[config.mk]
export PLATFORM = sky130hd
export DESIGN_NAME = text_cursor_layout_engine_flat
export DESIGN_NICKNAME = d
export VERILOG_FILES = /design/src/sv/tcl_pkg.sv /design/src/sv/tcl_if.sv /design/src/sv/tcl_mac.sv /design/src/sv/text_cursor_layout_engine.sv /design/src/flat_wrapper.sv
export SDC_FILE = /design/constraint.sdc
export NUM_CORES = 1
export LEC_CHECK = 0
export BUFFER_PORTS_ARGS = -buffer_cell sky130_fd_sc_hd__buf_2
export CORE_ASPECT_RATIO = 1.5
export CORE_MARGIN = 4
export CORE_UTILIZATION = 50
export DETAILED_ROUTE_END_ITERATION = 10
export PLACE_DENSITY = 0.68
export SLEW_MARGIN = 15
export SYNTH_ARGS = -nofsm -noshare
export SYNTH_HDL_FRONTEND = slang
export SYNTH_SLANG_ARGS = --single-unit
[constraint.sdc]
create_clock -name clk -period 7.7 [get_ports clk]
set_input_delay 1.54 -clock clk [delete_from_list [all_inputs] [get_ports clk]]
set_output_delay 1.54 -clock clk [all_outputs]
set_load 0.05 [all_outputs]
[src/sv/tcl_pkg.sv]
// Package for the text cursor layout engine.
// Holds widths, screen size, character codes, command and state types, font helpers.
// No dependencies.
package tcl_pkg;

  localparam int SCREEN_WIDTH  = 240;
  localparam int SCREEN_HEIGHT = 240;

  localparam int POS_W  = 9;
  localparam int WORK_W = 10;
  localparam int SUM_W  = 11;
  localparam int BYTE_W = 8;
  localparam int SIZE_W = 2;
  localparam int H_W    = 6;
  localparam int ADDR_W = 23;
  localparam int PROD_W = 16;
  localparam int MAC_W  = 24;

  localparam logic [BYTE_W-1:0] CHAR_NUL      = 8'h00;
  localparam logic [BYTE_W-1:0] CHAR_LF       = 8'h0A;
  localparam logic [BYTE_W-1:0] CHAR_CR       = 8'h0D;
  localparam logic [BYTE_W-1:0] CHAR_SPACE    = 8'h20;
  localparam logic [BYTE_W-1:0] ASCII_BASE    = 8'h20;
  localparam logic [BYTE_W-1:0] GBK_LEAD_MIN  = 8'h80;
  localparam logic [BYTE_W-1:0] LEAD_BASE     = 8'h81;
  localparam logic [BYTE_W-1:0] TRAIL_SPLIT   = 8'h7F;
  localparam logic [BYTE_W-1:0] TRAIL_BASE_LO = 8'h40;
  localparam logic [BYTE_W-1:0] TRAIL_BASE_HI = 8'h41;
  localparam logic [BYTE_W-1:0] GBK_ROW_LEN   = 8'd190;

  localparam logic [SIZE_W-1:0] SIZE_UNSUPPORTED = 2'd3;

  typedef enum logic {
    KIND_START = 1'b0,
    KIND_TEXT  = 1'b1
  } kind_t;

  typedef enum logic [1:0] {
    CMD_ASCII = 2'd0,
    CMD_GBK   = 2'd1,
    CMD_CLEAR = 2'd2
  } cmd_t;

  typedef enum logic [3:0] {
    S_IDLE,
    S_WRAP,
    S_BOTTOM,
    S_PLACE,
    S_MUL_ROW,
    S_MUL_SCALE,
    S_COMMIT,
    S_EMIT_CLR,
    S_EMIT_GLY
  } state_t;

  // glyph height: 16 + 8 * code, so 16, 24 or 32 (40 for the unsupported code 3)
  function automatic logic [H_W-1:0] glyph_height(logic [SIZE_W-1:0] code);
    return H_W'(16) + H_W'({code, 3'b000});
  endfunction

  // bytes per GBK glyph, h*h/8
  function automatic logic [BYTE_W-1:0] glyph_bytes(logic [SIZE_W-1:0] code);
    logic [BYTE_W-1:0] v;
    case (code)
      2'd0:    v = 8'd32;
      2'd1:    v = 8'd72;
      2'd2:    v = 8'd128;
      default: v = 8'd0;
    endcase
    return v;
  endfunction

endpackage

[src/sv/tcl_if.sv]
// Channel interfaces of the text cursor layout engine: input, result, config.
// Depends on tcl_pkg.
interface tcl_in_if;
  logic                      valid;
  logic                      ready;
  logic                      kind;
  logic [tcl_pkg::POS_W-1:0]  start_x;
  logic [tcl_pkg::POS_W-1:0]  start_y;
  logic [tcl_pkg::BYTE_W-1:0] text_byte;

  modport source (output valid, kind, start_x, start_y, text_byte, input ready);
  modport sink   (input valid, kind, start_x, start_y, text_byte, output ready);
endinterface

interface tcl_out_if;
  logic                      valid;
  logic                      ready;
  tcl_pkg::cmd_t             command;
  logic [tcl_pkg::POS_W-1:0]  glyph_x;
  logic [tcl_pkg::POS_W-1:0]  glyph_y;
  logic [tcl_pkg::BYTE_W-1:0] ascii_index;
  logic [tcl_pkg::ADDR_W-1:0] font_address;
  logic                      last;

  modport source (output valid, command, glyph_x, glyph_y, ascii_index, font_address, last,
                  input ready);
  modport sink   (input valid, command, glyph_x, glyph_y, ascii_index, font_address, last,
                  output ready);
endinterface

interface tcl_cfg_if;
  logic                      valid;
  logic                      ready;
  logic [tcl_pkg::SIZE_W-1:0] data;

  modport source (output valid, data, input ready);
  modport sink   (input valid, data, output ready);
endinterface

[src/sv/tcl_mac.sv]
// Shared multiply-add unit: res = a * b + c, registered, held when not enabled.
// Depends on tcl_pkg.
module tcl_mac (
  input  logic                       clk,
  input  logic                       en,
  input  logic [tcl_pkg::PROD_W-1:0] a,
  input  logic [tcl_pkg::BYTE_W-1:0] b,
  input  logic [tcl_pkg::PROD_W-1:0] c,
  output logic [tcl_pkg::MAC_W-1:0]  res
);
  import tcl_pkg::*;

  logic [MAC_W-1:0] res_r;
  logic [MAC_W-1:0] res_nxt;

  always_comb begin
    res_nxt = MAC_W'(a) * MAC_W'(b) + MAC_W'(c);
  end

  always_ff @(posedge clk) begin
    if (en) begin
      res_r <= res_nxt;
    end
  end

  assign res = res_r;

endmodule

[src/sv/text_cursor_layout_engine.sv]
// Text cursor layout engine: one item at a time through a small sequencer.
// Start item, ignored byte, NUL or LF after CR: taken in idle, no result.
// Other text bytes: wrap, bottom check, place, optional second bottom check,
// commit, then one result per cycle while the output is not stalled; a GBK trail
// byte makes two passes through the shared multiply-add unit, then commit and its result.
// Reset (rst_n low, synchronous): cursor home, no text open, glyph height 16.
module text_cursor_layout_engine (
  input  logic      clk,
  input  logic      rst_n,
  tcl_in_if.sink    in_ch,
  tcl_out_if.source out_ch,
  tcl_cfg_if.sink   cfg_ch
);
  import tcl_pkg::*;

  state_t              state_r, state_nxt;
  logic [SIZE_W-1:0]   size_r;
  logic [POS_W-1:0]    cur_x_r, cur_x_nxt;
  logic [POS_W-1:0]    cur_y_r, cur_y_nxt;
  logic                cr_r, cr_nxt;
  logic                lead_pend_r, lead_pend_nxt;
  logic [BYTE_W-1:0]   lead_byte_r, lead_byte_nxt;
  logic                active_r, active_nxt;
  logic [BYTE_W-1:0]   byte_r, byte_nxt;
  logic [WORK_W-1:0]   wx_r, wx_nxt;
  logic [WORK_W-1:0]   wy_r, wy_nxt;
  logic                second_r, second_nxt;
  logic                clr_pend_r, clr_pend_nxt;
  logic                gly_pend_r, gly_pend_nxt;
  cmd_t                gly_cmd_r, gly_cmd_nxt;
  logic [POS_W-1:0]    gly_x_r, gly_x_nxt;
  logic [POS_W-1:0]    gly_y_r, gly_y_nxt;
  logic [BYTE_W-1:0]   gly_idx_r, gly_idx_nxt;

  logic                out_valid_r, out_valid_nxt;
  cmd_t                out_cmd_r, out_cmd_nxt;
  logic [POS_W-1:0]    out_x_r, out_x_nxt;
  logic [POS_W-1:0]    out_y_r, out_y_nxt;
  logic [BYTE_W-1:0]   out_idx_r, out_idx_nxt;
  logic [ADDR_W-1:0]   out_addr_r, out_addr_nxt;
  logic                out_last_r, out_last_nxt;
  logic                out_load;
  logic                out_free;

  logic                in_acc;
  logic [H_W-1:0]      h;
  logic [H_W-1:0]      h_half;
  logic [SUM_W-1:0]    wx_half_sum;
  logic [SUM_W-1:0]    wx_full_sum;
  logic [SUM_W-1:0]    wy_sum;
  logic [BYTE_W-1:0]   trail_lo;

  logic                mac_en;
  logic [PROD_W-1:0]   mac_a;
  logic [BYTE_W-1:0]   mac_b;
  logic [PROD_W-1:0]   mac_c;
  logic [MAC_W-1:0]    mac_res;

  tcl_mac u_mac (
    .clk (clk),
    .en  (mac_en),
    .a   (mac_a),
    .b   (mac_b),
    .c   (mac_c),
    .res (mac_res)
  );

  assign in_ch.ready  = (state_r == S_IDLE);
  assign in_acc       = in_ch.valid && in_ch.ready;
  assign cfg_ch.ready = 1'b1;

  assign h           = glyph_height(size_r);
  assign h_half      = h >> 1;
  assign wx_half_sum = SUM_W'(wx_r) + SUM_W'(h_half);
  assign wx_full_sum = SUM_W'(wx_r) + SUM_W'(h);
  assign wy_sum      = SUM_W'(wy_r) + SUM_W'(h);
  assign trail_lo    = (byte_r < TRAIL_SPLIT) ? (byte_r - TRAIL_BASE_LO)
                                              : (byte_r - TRAIL_BASE_HI);
  assign out_free    = !out_valid_r || out_ch.ready;

  always_ff @(posedge clk) begin
    if (!rst_n) begin
      state_r     <= S_IDLE;
      size_r      <= '0;
      cur_x_r     <= '0;
      cur_y_r     <= '0;
      cr_r        <= 1'b0;
      lead_pend_r <= 1'b0;
      lead_byte_r <= '0;
      active_r    <= 1'b0;
      clr_pend_r  <= 1'b0;
      gly_pend_r  <= 1'b0;
      second_r    <= 1'b0;
      out_valid_r <= 1'b0;
    end else begin
      state_r     <= state_nxt;
      if (cfg_ch.valid && cfg_ch.ready) begin
        size_r <= cfg_ch.data;
      end
      cur_x_r     <= cur_x_nxt;
      cur_y_r     <= cur_y_nxt;
      cr_r        <= cr_nxt;
      lead_pend_r <= lead_pend_nxt;
      lead_byte_r <= lead_byte_nxt;
      active_r    <= active_nxt;
      clr_pend_r  <= clr_pend_nxt;
      gly_pend_r  <= gly_pend_nxt;
      second_r    <= second_nxt;
      out_valid_r <= out_valid_nxt;
    end
  end

  always_ff @(posedge clk) begin
    byte_r    <= byte_nxt;
    wx_r      <= wx_nxt;
    wy_r      <= wy_nxt;
    gly_cmd_r <= gly_cmd_nxt;
    gly_x_r   <= gly_x_nxt;
    gly_y_r   <= gly_y_nxt;
    gly_idx_r <= gly_idx_nxt;
    if (out_load) begin
      out_cmd_r  <= out_cmd_nxt;
      out_x_r    <= out_x_nxt;
      out_y_r    <= out_y_nxt;
      out_idx_r  <= out_idx_nxt;
      out_addr_r <= out_addr_nxt;
      out_last_r <= out_last_nxt;
    end
  end

  always_comb begin
    state_nxt     = state_r;
    cur_x_nxt     = cur_x_r;
    cur_y_nxt     = cur_y_r;
    cr_nxt        = cr_r;
    lead_pend_nxt = lead_pend_r;
    lead_byte_nxt = lead_byte_r;
    active_nxt    = active_r;
    byte_nxt      = byte_r;
    wx_nxt        = wx_r;
    wy_nxt        = wy_r;
    second_nxt    = second_r;
    clr_pend_nxt  = clr_pend_r;
    gly_pend_nxt  = gly_pend_r;
    gly_cmd_nxt   = gly_cmd_r;
    gly_x_nxt     = gly_x_r;
    gly_y_nxt     = gly_y_r;
    gly_idx_nxt   = gly_idx_r;
    mac_en        = 1'b0;
    mac_a         = '0;
    mac_b         = '0;
    mac_c         = '0;
    out_load      = 1'b0;
    out_cmd_nxt   = CMD_CLEAR;
    out_x_nxt     = '0;
    out_y_nxt     = '0;
    out_idx_nxt   = '0;
    out_addr_nxt  = '0;
    out_last_nxt  = 1'b1;

    unique case (state_r)
      S_IDLE: begin
        if (in_acc) begin
          if (in_ch.kind == KIND_START) begin
            cur_x_nxt     = in_ch.start_x;
            cur_y_nxt     = in_ch.start_y;
            active_nxt    = 1'b1;
            lead_pend_nxt = 1'b0;
            lead_byte_nxt = '0;
            cr_nxt        = 1'b0;
          end else if (active_r && size_r != SIZE_UNSUPPORTED) begin
            byte_nxt = in_ch.text_byte;
            if (in_ch.text_byte == CHAR_NUL) begin
              active_nxt    = 1'b0;
              lead_pend_nxt = 1'b0;
              cr_nxt        = 1'b0;
            end else if (lead_pend_r) begin
              // trail byte: glyph at the cursor, then advance by h
              lead_pend_nxt = 1'b0;
              clr_pend_nxt  = 1'b0;
              gly_pend_nxt  = 1'b1;
              gly_cmd_nxt   = CMD_GBK;
              gly_x_nxt     = cur_x_r;
              gly_y_nxt     = cur_y_r;
              gly_idx_nxt   = '0;
              wx_nxt        = WORK_W'(cur_x_r) + WORK_W'(h);
              wy_nxt        = WORK_W'(cur_y_r);
              state_nxt     = S_MUL_ROW;
            end else if (in_ch.text_byte == CHAR_LF && cr_r) begin
              cr_nxt = 1'b0;
            end else begin
              cr_nxt       = 1'b0;
              wx_nxt       = WORK_W'(cur_x_r);
              wy_nxt       = WORK_W'(cur_y_r);
              second_nxt   = 1'b0;
              clr_pend_nxt = 1'b0;
              gly_pend_nxt = 1'b0;
              state_nxt    = S_WRAP;
            end
          end
        end
      end
      S_WRAP: begin
        if (wx_half_sum > SUM_W'(SCREEN_WIDTH)) begin
          wx_nxt = '0;
          wy_nxt = wy_sum[WORK_W-1:0];
        end
        state_nxt = S_BOTTOM;
      end
      S_BOTTOM: begin
        if (wy_sum > SUM_W'(SCREEN_HEIGHT)) begin
          wx_nxt       = '0;
          wy_nxt       = '0;
          clr_pend_nxt = 1'b1;
        end
        state_nxt = second_r ? S_COMMIT : S_PLACE;
      end
      S_PLACE: begin
        if (byte_r == CHAR_CR || byte_r == CHAR_LF) begin
          wx_nxt    = '0;
          wy_nxt    = wy_sum[WORK_W-1:0];
          cr_nxt    = (byte_r == CHAR_CR);
          state_nxt = S_COMMIT;
        end else if (byte_r < GBK_LEAD_MIN) begin
          if (byte_r != CHAR_SPACE) begin
            gly_pend_nxt = 1'b1;
            gly_cmd_nxt  = CMD_ASCII;
            gly_x_nxt    = wx_r[POS_W-1:0];
            gly_y_nxt    = wy_r[POS_W-1:0];
            gly_idx_nxt  = byte_r - ASCII_BASE;
          end
          wx_nxt    = wx_half_sum[WORK_W-1:0];
          state_nxt = S_COMMIT;
        end else begin
          lead_pend_nxt = 1'b1;
          lead_byte_nxt = byte_r;
          // wide glyph does not fit: wrap early and check the bottom again
          if (wx_full_sum > SUM_W'(SCREEN_WIDTH)) begin
            wx_nxt     = '0;
            wy_nxt     = wy_sum[WORK_W-1:0];
            second_nxt = 1'b1;
            state_nxt  = S_BOTTOM;
          end else begin
            state_nxt = S_COMMIT;
          end
        end
      end
      S_MUL_ROW: begin
        mac_en    = 1'b1;
        mac_a     = PROD_W'(GBK_ROW_LEN);
        mac_b     = lead_byte_r - LEAD_BASE;
        mac_c     = PROD_W'(trail_lo);
        state_nxt = S_MUL_SCALE;
      end
      S_MUL_SCALE: begin
        mac_en    = 1'b1;
        mac_a     = mac_res[PROD_W-1:0];
        mac_b     = glyph_bytes(size_r);
        mac_c     = '0;
        state_nxt = S_COMMIT;
      end
      S_COMMIT: begin
        cur_x_nxt = wx_r[POS_W-1:0];
        cur_y_nxt = wy_r[POS_W-1:0];
        if (clr_pend_r) begin
          state_nxt = S_EMIT_CLR;
        end else if (gly_pend_r) begin
          state_nxt = S_EMIT_GLY;
        end else begin
          state_nxt = S_IDLE;
        end
      end
      S_EMIT_CLR: begin
        if (out_free) begin
          out_load     = 1'b1;
          out_cmd_nxt  = CMD_CLEAR;
          out_last_nxt = !gly_pend_r;
          clr_pend_nxt = 1'b0;
          state_nxt    = gly_pend_r ? S_EMIT_GLY : S_IDLE;
        end
      end
      S_EMIT_GLY: begin
        if (out_free) begin
          out_load     = 1'b1;
          out_cmd_nxt  = gly_cmd_r;
          out_x_nxt    = gly_x_r;
          out_y_nxt    = gly_y_r;
          out_idx_nxt  = gly_idx_r;
          out_addr_nxt = (gly_cmd_r == CMD_GBK) ? mac_res[ADDR_W-1:0] : '0;
          out_last_nxt = 1'b1;
          gly_pend_nxt = 1'b0;
          state_nxt    = S_IDLE;
        end
      end
      default: begin
        state_nxt = S_IDLE;
      end
    endcase

    if (out_load) begin
      out_valid_nxt = 1'b1;
    end else if (out_ch.ready) begin
      out_valid_nxt = 1'b0;
    end else begin
      out_valid_nxt = out_valid_r;
    end
  end

  assign out_ch.valid        = out_valid_r;
  assign out_ch.command      = out_cmd_r;
  assign out_ch.glyph_x      = out_x_r;
  assign out_ch.glyph_y      = out_y_r;
  assign out_ch.ascii_index  = out_idx_r;
  assign out_ch.font_address = out_addr_r;
  assign out_ch.last         = out_last_r;

  // a pending lead byte and a pending CR never coexist
  a_lead_cr_excl: assert property (@(posedge clk) disable iff (!rst_n)
    !(lead_pend_r && cr_r))
    else $error("lead byte and CR pending together");

  // a clear that is not last is always followed by its glyph
  a_clear_then_glyph: assert property (@(posedge clk) disable iff (!rst_n)
    (out_valid_r && out_cmd_r == CMD_CLEAR && !out_last_r) |-> state_r == S_EMIT_GLY)
    else $error("clear without last and no glyph pending");

  // text bytes are ignored with the unsupported size code
  a_size_ignored: assert property (@(posedge clk) disable iff (!rst_n)
    (in_acc && in_ch.kind == KIND_TEXT && size_r == SIZE_UNSUPPORTED)
      |=> (state_r == S_IDLE && $stable(cur_x_r) && $stable(cur_y_r)))
    else $error("text byte acted on with unsupported size");

endmodule

[src/flat_wrapper.sv]
// flat-port wrapper written by rule: the top's interface ports become plain ports
module text_cursor_layout_engine_flat import tcl_pkg::*;
  (clk, rst_n, in_ch_valid, in_ch_kind, in_ch_start_x, in_ch_start_y, in_ch_text_byte, in_ch_ready, out_ch_valid, out_ch_command, out_ch_glyph_x, out_ch_glyph_y, out_ch_ascii_index, out_ch_font_address, out_ch_last, out_ch_ready, cfg_ch_valid, cfg_ch_data, cfg_ch_ready);
  tcl_in_if in_ch_i ();
  tcl_out_if out_ch_i ();
  tcl_cfg_if cfg_ch_i ();
  input  logic clk;
  input  logic rst_n;
  input wire logic [$bits(in_ch_i.valid)-1:0] in_ch_valid;
  input wire logic [$bits(in_ch_i.kind)-1:0] in_ch_kind;
  input wire logic [$bits(in_ch_i.start_x)-1:0] in_ch_start_x;
  input wire logic [$bits(in_ch_i.start_y)-1:0] in_ch_start_y;
  input wire logic [$bits(in_ch_i.text_byte)-1:0] in_ch_text_byte;
  output wire logic [$bits(in_ch_i.ready)-1:0] in_ch_ready;
  output wire logic [$bits(out_ch_i.valid)-1:0] out_ch_valid;
  output wire logic [$bits(out_ch_i.command)-1:0] out_ch_command;
  output wire logic [$bits(out_ch_i.glyph_x)-1:0] out_ch_glyph_x;
  output wire logic [$bits(out_ch_i.glyph_y)-1:0] out_ch_glyph_y;
  output wire logic [$bits(out_ch_i.ascii_index)-1:0] out_ch_ascii_index;
  output wire logic [$bits(out_ch_i.font_address)-1:0] out_ch_font_address;
  output wire logic [$bits(out_ch_i.last)-1:0] out_ch_last;
  input wire logic [$bits(out_ch_i.ready)-1:0] out_ch_ready;
  input wire logic [$bits(cfg_ch_i.valid)-1:0] cfg_ch_valid;
  input wire logic [$bits(cfg_ch_i.data)-1:0] cfg_ch_data;
  output wire logic [$bits(cfg_ch_i.ready)-1:0] cfg_ch_ready;
  assign in_ch_i.valid = in_ch_valid;
  assign in_ch_i.kind = in_ch_kind;
  assign in_ch_i.start_x = in_ch_start_x;
  assign in_ch_i.start_y = in_ch_start_y;
  assign in_ch_i.text_byte = in_ch_text_byte;
  assign in_ch_ready = in_ch_i.ready;
  assign out_ch_valid = out_ch_i.valid;
  assign out_ch_command = out_ch_i.command;
  assign out_ch_glyph_x = out_ch_i.glyph_x;
  assign out_ch_glyph_y = out_ch_i.glyph_y;
  assign out_ch_ascii_index = out_ch_i.ascii_index;
  assign out_ch_font_address = out_ch_i.font_address;
  assign out_ch_last = out_ch_i.last;
  assign out_ch_i.ready = out_ch_ready;
  assign cfg_ch_i.valid = cfg_ch_valid;
  assign cfg_ch_i.data = cfg_ch_data;
  assign cfg_ch_ready = cfg_ch_i.ready;
  text_cursor_layout_engine u_core (.clk(clk), .rst_n(rst_n), .in_ch(in_ch_i), .out_ch(out_ch_i), .cfg_ch(cfg_ch_i));
endmodule
==> impl_metrics.csv <==
group,metric,value,unit
clock_tree,numClockSinks,169,
critical_path,crit_top_cell,"fa_1",
logic_synthesis,synth_warnings,0,
global_routing,grtUsageTotal,0.2180,
sta,timing.setup.tns,0,ps
placement,place.gp.congestion,0.8900,
cells_and_area,final_common_cell,"inv_1",
clock_tree,postCtsSetupBuffers,0,
logic_synthesis,yosysUniqueCellTypes,69,
floorplan,die_area,26910,sq um
power,peakVddDrop,0.1628,mV
clock_tree,htreeDepth,4,
sta,finalSetupViolCount,0,
critical_path,critPathKind,"reg -> reg",
critical_path,crit_family,"adder cells",
detailed_routing,first_pass_iters,5,
detailed_routing,viasPerCell,5.318,
cells_and_area,syn_to_final_growth,12.18,%
global_routing,first_global_vias,8707,
logic_synthesis,ys_seq_area_frac,0.3856,
cells_and_area,fin_nets,1494,
cells_and_area,drive_above_1_share,0.1180,
detailed_routing,drt-initial-drc-count,481,
clock_tree,cts.clk_slew.worst_paths,70,ps
sta,fin_worst_skew,15.35,ps
critical_path,critPathBufInv,4,
detailed_routing,ant_nets,0,
cells_and_area,fin_cells,1624,
status,status,"finished clean",
global_routing,grt_first_pass_wirelength,45110,um
critical_path,cp.required,7900,ps
logic_synthesis,avgSynthCellArea,10.30,sq um
placement,place_ws,1254,ps
floorplan,initial_core_util,0.5099,
detailed_routing,wire_per_inst,17.58,um
critical_path,slowest_stage,"dfxtp_1",
detailed_routing,dr_total_vias,8636,
run,cap_violations,0,
clock_tree,clock_path_buffers,2,
critical_path,crit_path_end_kind,"register",
clock_tree,cts_tree,"done",
floorplan,die_x,135.3,um
sta,fin_ws,1225,ps
detailed_routing,drc,0,
logic_synthesis,ys.flop_type,"edfxtp_1",
sta,relSlewSlack,0.2840,
global_routing,grt_max_degree,53,
placement,place_inst,1592,
cells_and_area,final_cell_mix,"inv_1, nand2_1, edfxtp_1",
critical_path,slowest_delay,670,ps
sta,finalCriticalPeriod,6475,ps
sta,min_period_over_period,0.8409,
clock_tree,post_cts_resize_count,0,
power,p_per_area,194.5,nW/um^2
sta,hold_violations,0,
global_routing,antenna_found_initial,0,
clock_tree,hold_buffers,0,
placement,dp_hpwl,22240,um
hold_path,hold_class,"reg -> reg",
critical_path,cp-start-kind,"register",
clock_tree,numCtsBuffers,17,
sta,timing.fmax,154.4,MHz
critical_path,crit_chain,"nand2b_1, nor2_2, buf_4, nand3_1, o21ai_1, nand2b_1, fa_1, fa_1, inv_1, fa_1, inv_1, fa_1, inv_1, ha_1, o211ai_1, a21oi_1, o41ai_2, a21oi_1, o41ai_1, xnor2_1",
detailed_routing,wl,28560,um
placement,portBuffers,87,
clock_tree,clk_latency,450,ps
logic_synthesis,ys_seq_elements,169,
sta,rsz0062_at_grt,"false",
global_routing,overflow,0,
critical_path,path_max_fanout,30,
sta,tightest_slew,1064,ps
floorplan,die_height,198.9,um
power,power,2.651,mW
critical_path,arrival,6670,ps
power,power.leakage,5.846,nW
cells_and_area,num_antenna_cells,0,
floorplan,core_area,23830,sq um
logic_synthesis,syn-cell-area,12150,sq um
logic_synthesis,synth_edf_count,130,
floorplan,std_cell_rows,69,
clock_tree,ctsRootBufferMaster,"clkbuf_16",
logic_synthesis,syn_inst,1180,
logic_synthesis,synthArstFlopShare,0,
sta,report.final.slew_viol_count,0,
floorplan,io_pins,89,
-- Yosys cell counts (28+ instances only) --
cell,instances,area share
a21oi_1,29,0.012
and2_1,35,0.018
and3_1,35,0.018
clkbuf_1,28,0.0087
dfxtp_1,39,0.064
edfxtp_1,130,0.32
fa_1,95,0.16
ha_1,73,0.075
inv_1,159,0.049
nand2_1,140,0.043
nand3_1,34,0.014
nor2_1,68,0.021
xnor2_1,33,0.024
-- worst reg2reg max path, delay by kind of cell, from the launching register on --
kind | cells | cell delay [ps]
buf+inv | 4 | 460
xor+xnor | 1 | 110
fa+ha+maj | 5 | 2410
flops | 1 | 670
simple gates | 4 | 700
compound gates | 6 | 1880
-- flip-flops by register name, indices dropped and copies added (netlist names), 10 cells and up --
register                    count
u_core.u_mac.res               23
u_core.out_ch.font_address     23
u_core.wy_r                    10
u_core.wx_r                    10
-- where the power goes --
part | internal (mW) | leakage, nW | total, mW | switching [mW]
sequential | 1.07 | 1.42 | 1.14 | 0.0751
combinational | 0.269 | 4.15 | 0.663 | 0.393
clock | 0.432 | 0.280 | 0.845 | 0.413
total | 1.77 | 5.85 | 2.65 | 0.881
-- kinds of logic after synthesis --
group                    synth area share
XOR/XNOR                          0.03677
AO/OA/AOI/OAI                     0.09660
AND/OR/NAND/NOR                    0.1606
multiplexers                      0.02235
flip-flops                         0.3856
other                           0.0006182
buffers and inverters             0.06581
adder cells (fa/ha/maj)            0.2317
-- metal layers --
layer | part of all wire | global-route usage | wire (um)
met1 | 0.38 | 0.2399 | 10810
met2 | 0.56 | 0.4212 | 15970
met3 | 0.036 | 0.03770 | 1031
met4 | 0.026 | 0.06761 | 741
met5 | 0 | 0 | 0
-- metrics by stage --
stage / area, sq um / hold WS (ps) / utilization
floorplan: 12300 / 431.2 / -
global route: 13630 / 488.9 / 0.5720
global placement: 13050 / 444.0 / 0.5476
detailed placement: 13050 / 450.6 / 0.5476
finish: 13630 / 460.1 / 0.5720
CTS: 13630 / 461.2 / 0.5720
-- area by class of cell --
type / instances / area (sq um)
clock buffer: 18 / 429.2
clock inverter: 14 / 151.4
fill: 2093 / 10200
inverter: 162 / 608.1
multi-input combinational: 844 / 6839
sequential: 169 / 4684
tap: 319 / 399.1
timing repair buffer: 98 / 518.0
-- worst paths after layout --
kind                                             end               from  cells past startpoint  slack, ps
worst max-delay path            u_core.u_mac.res[19]  u_core.state_r[2]                     20       1220
worst min register to register       u_core.active_r    u_core.active_r                      2        460
worst min-delay path                 u_core.active_r    u_core.active_r                      2        460
worst max register to register  u_core.u_mac.res[19]  u_core.state_r[2]                     20       1220
No activity file was read; power rests on OpenSTA's default activity.
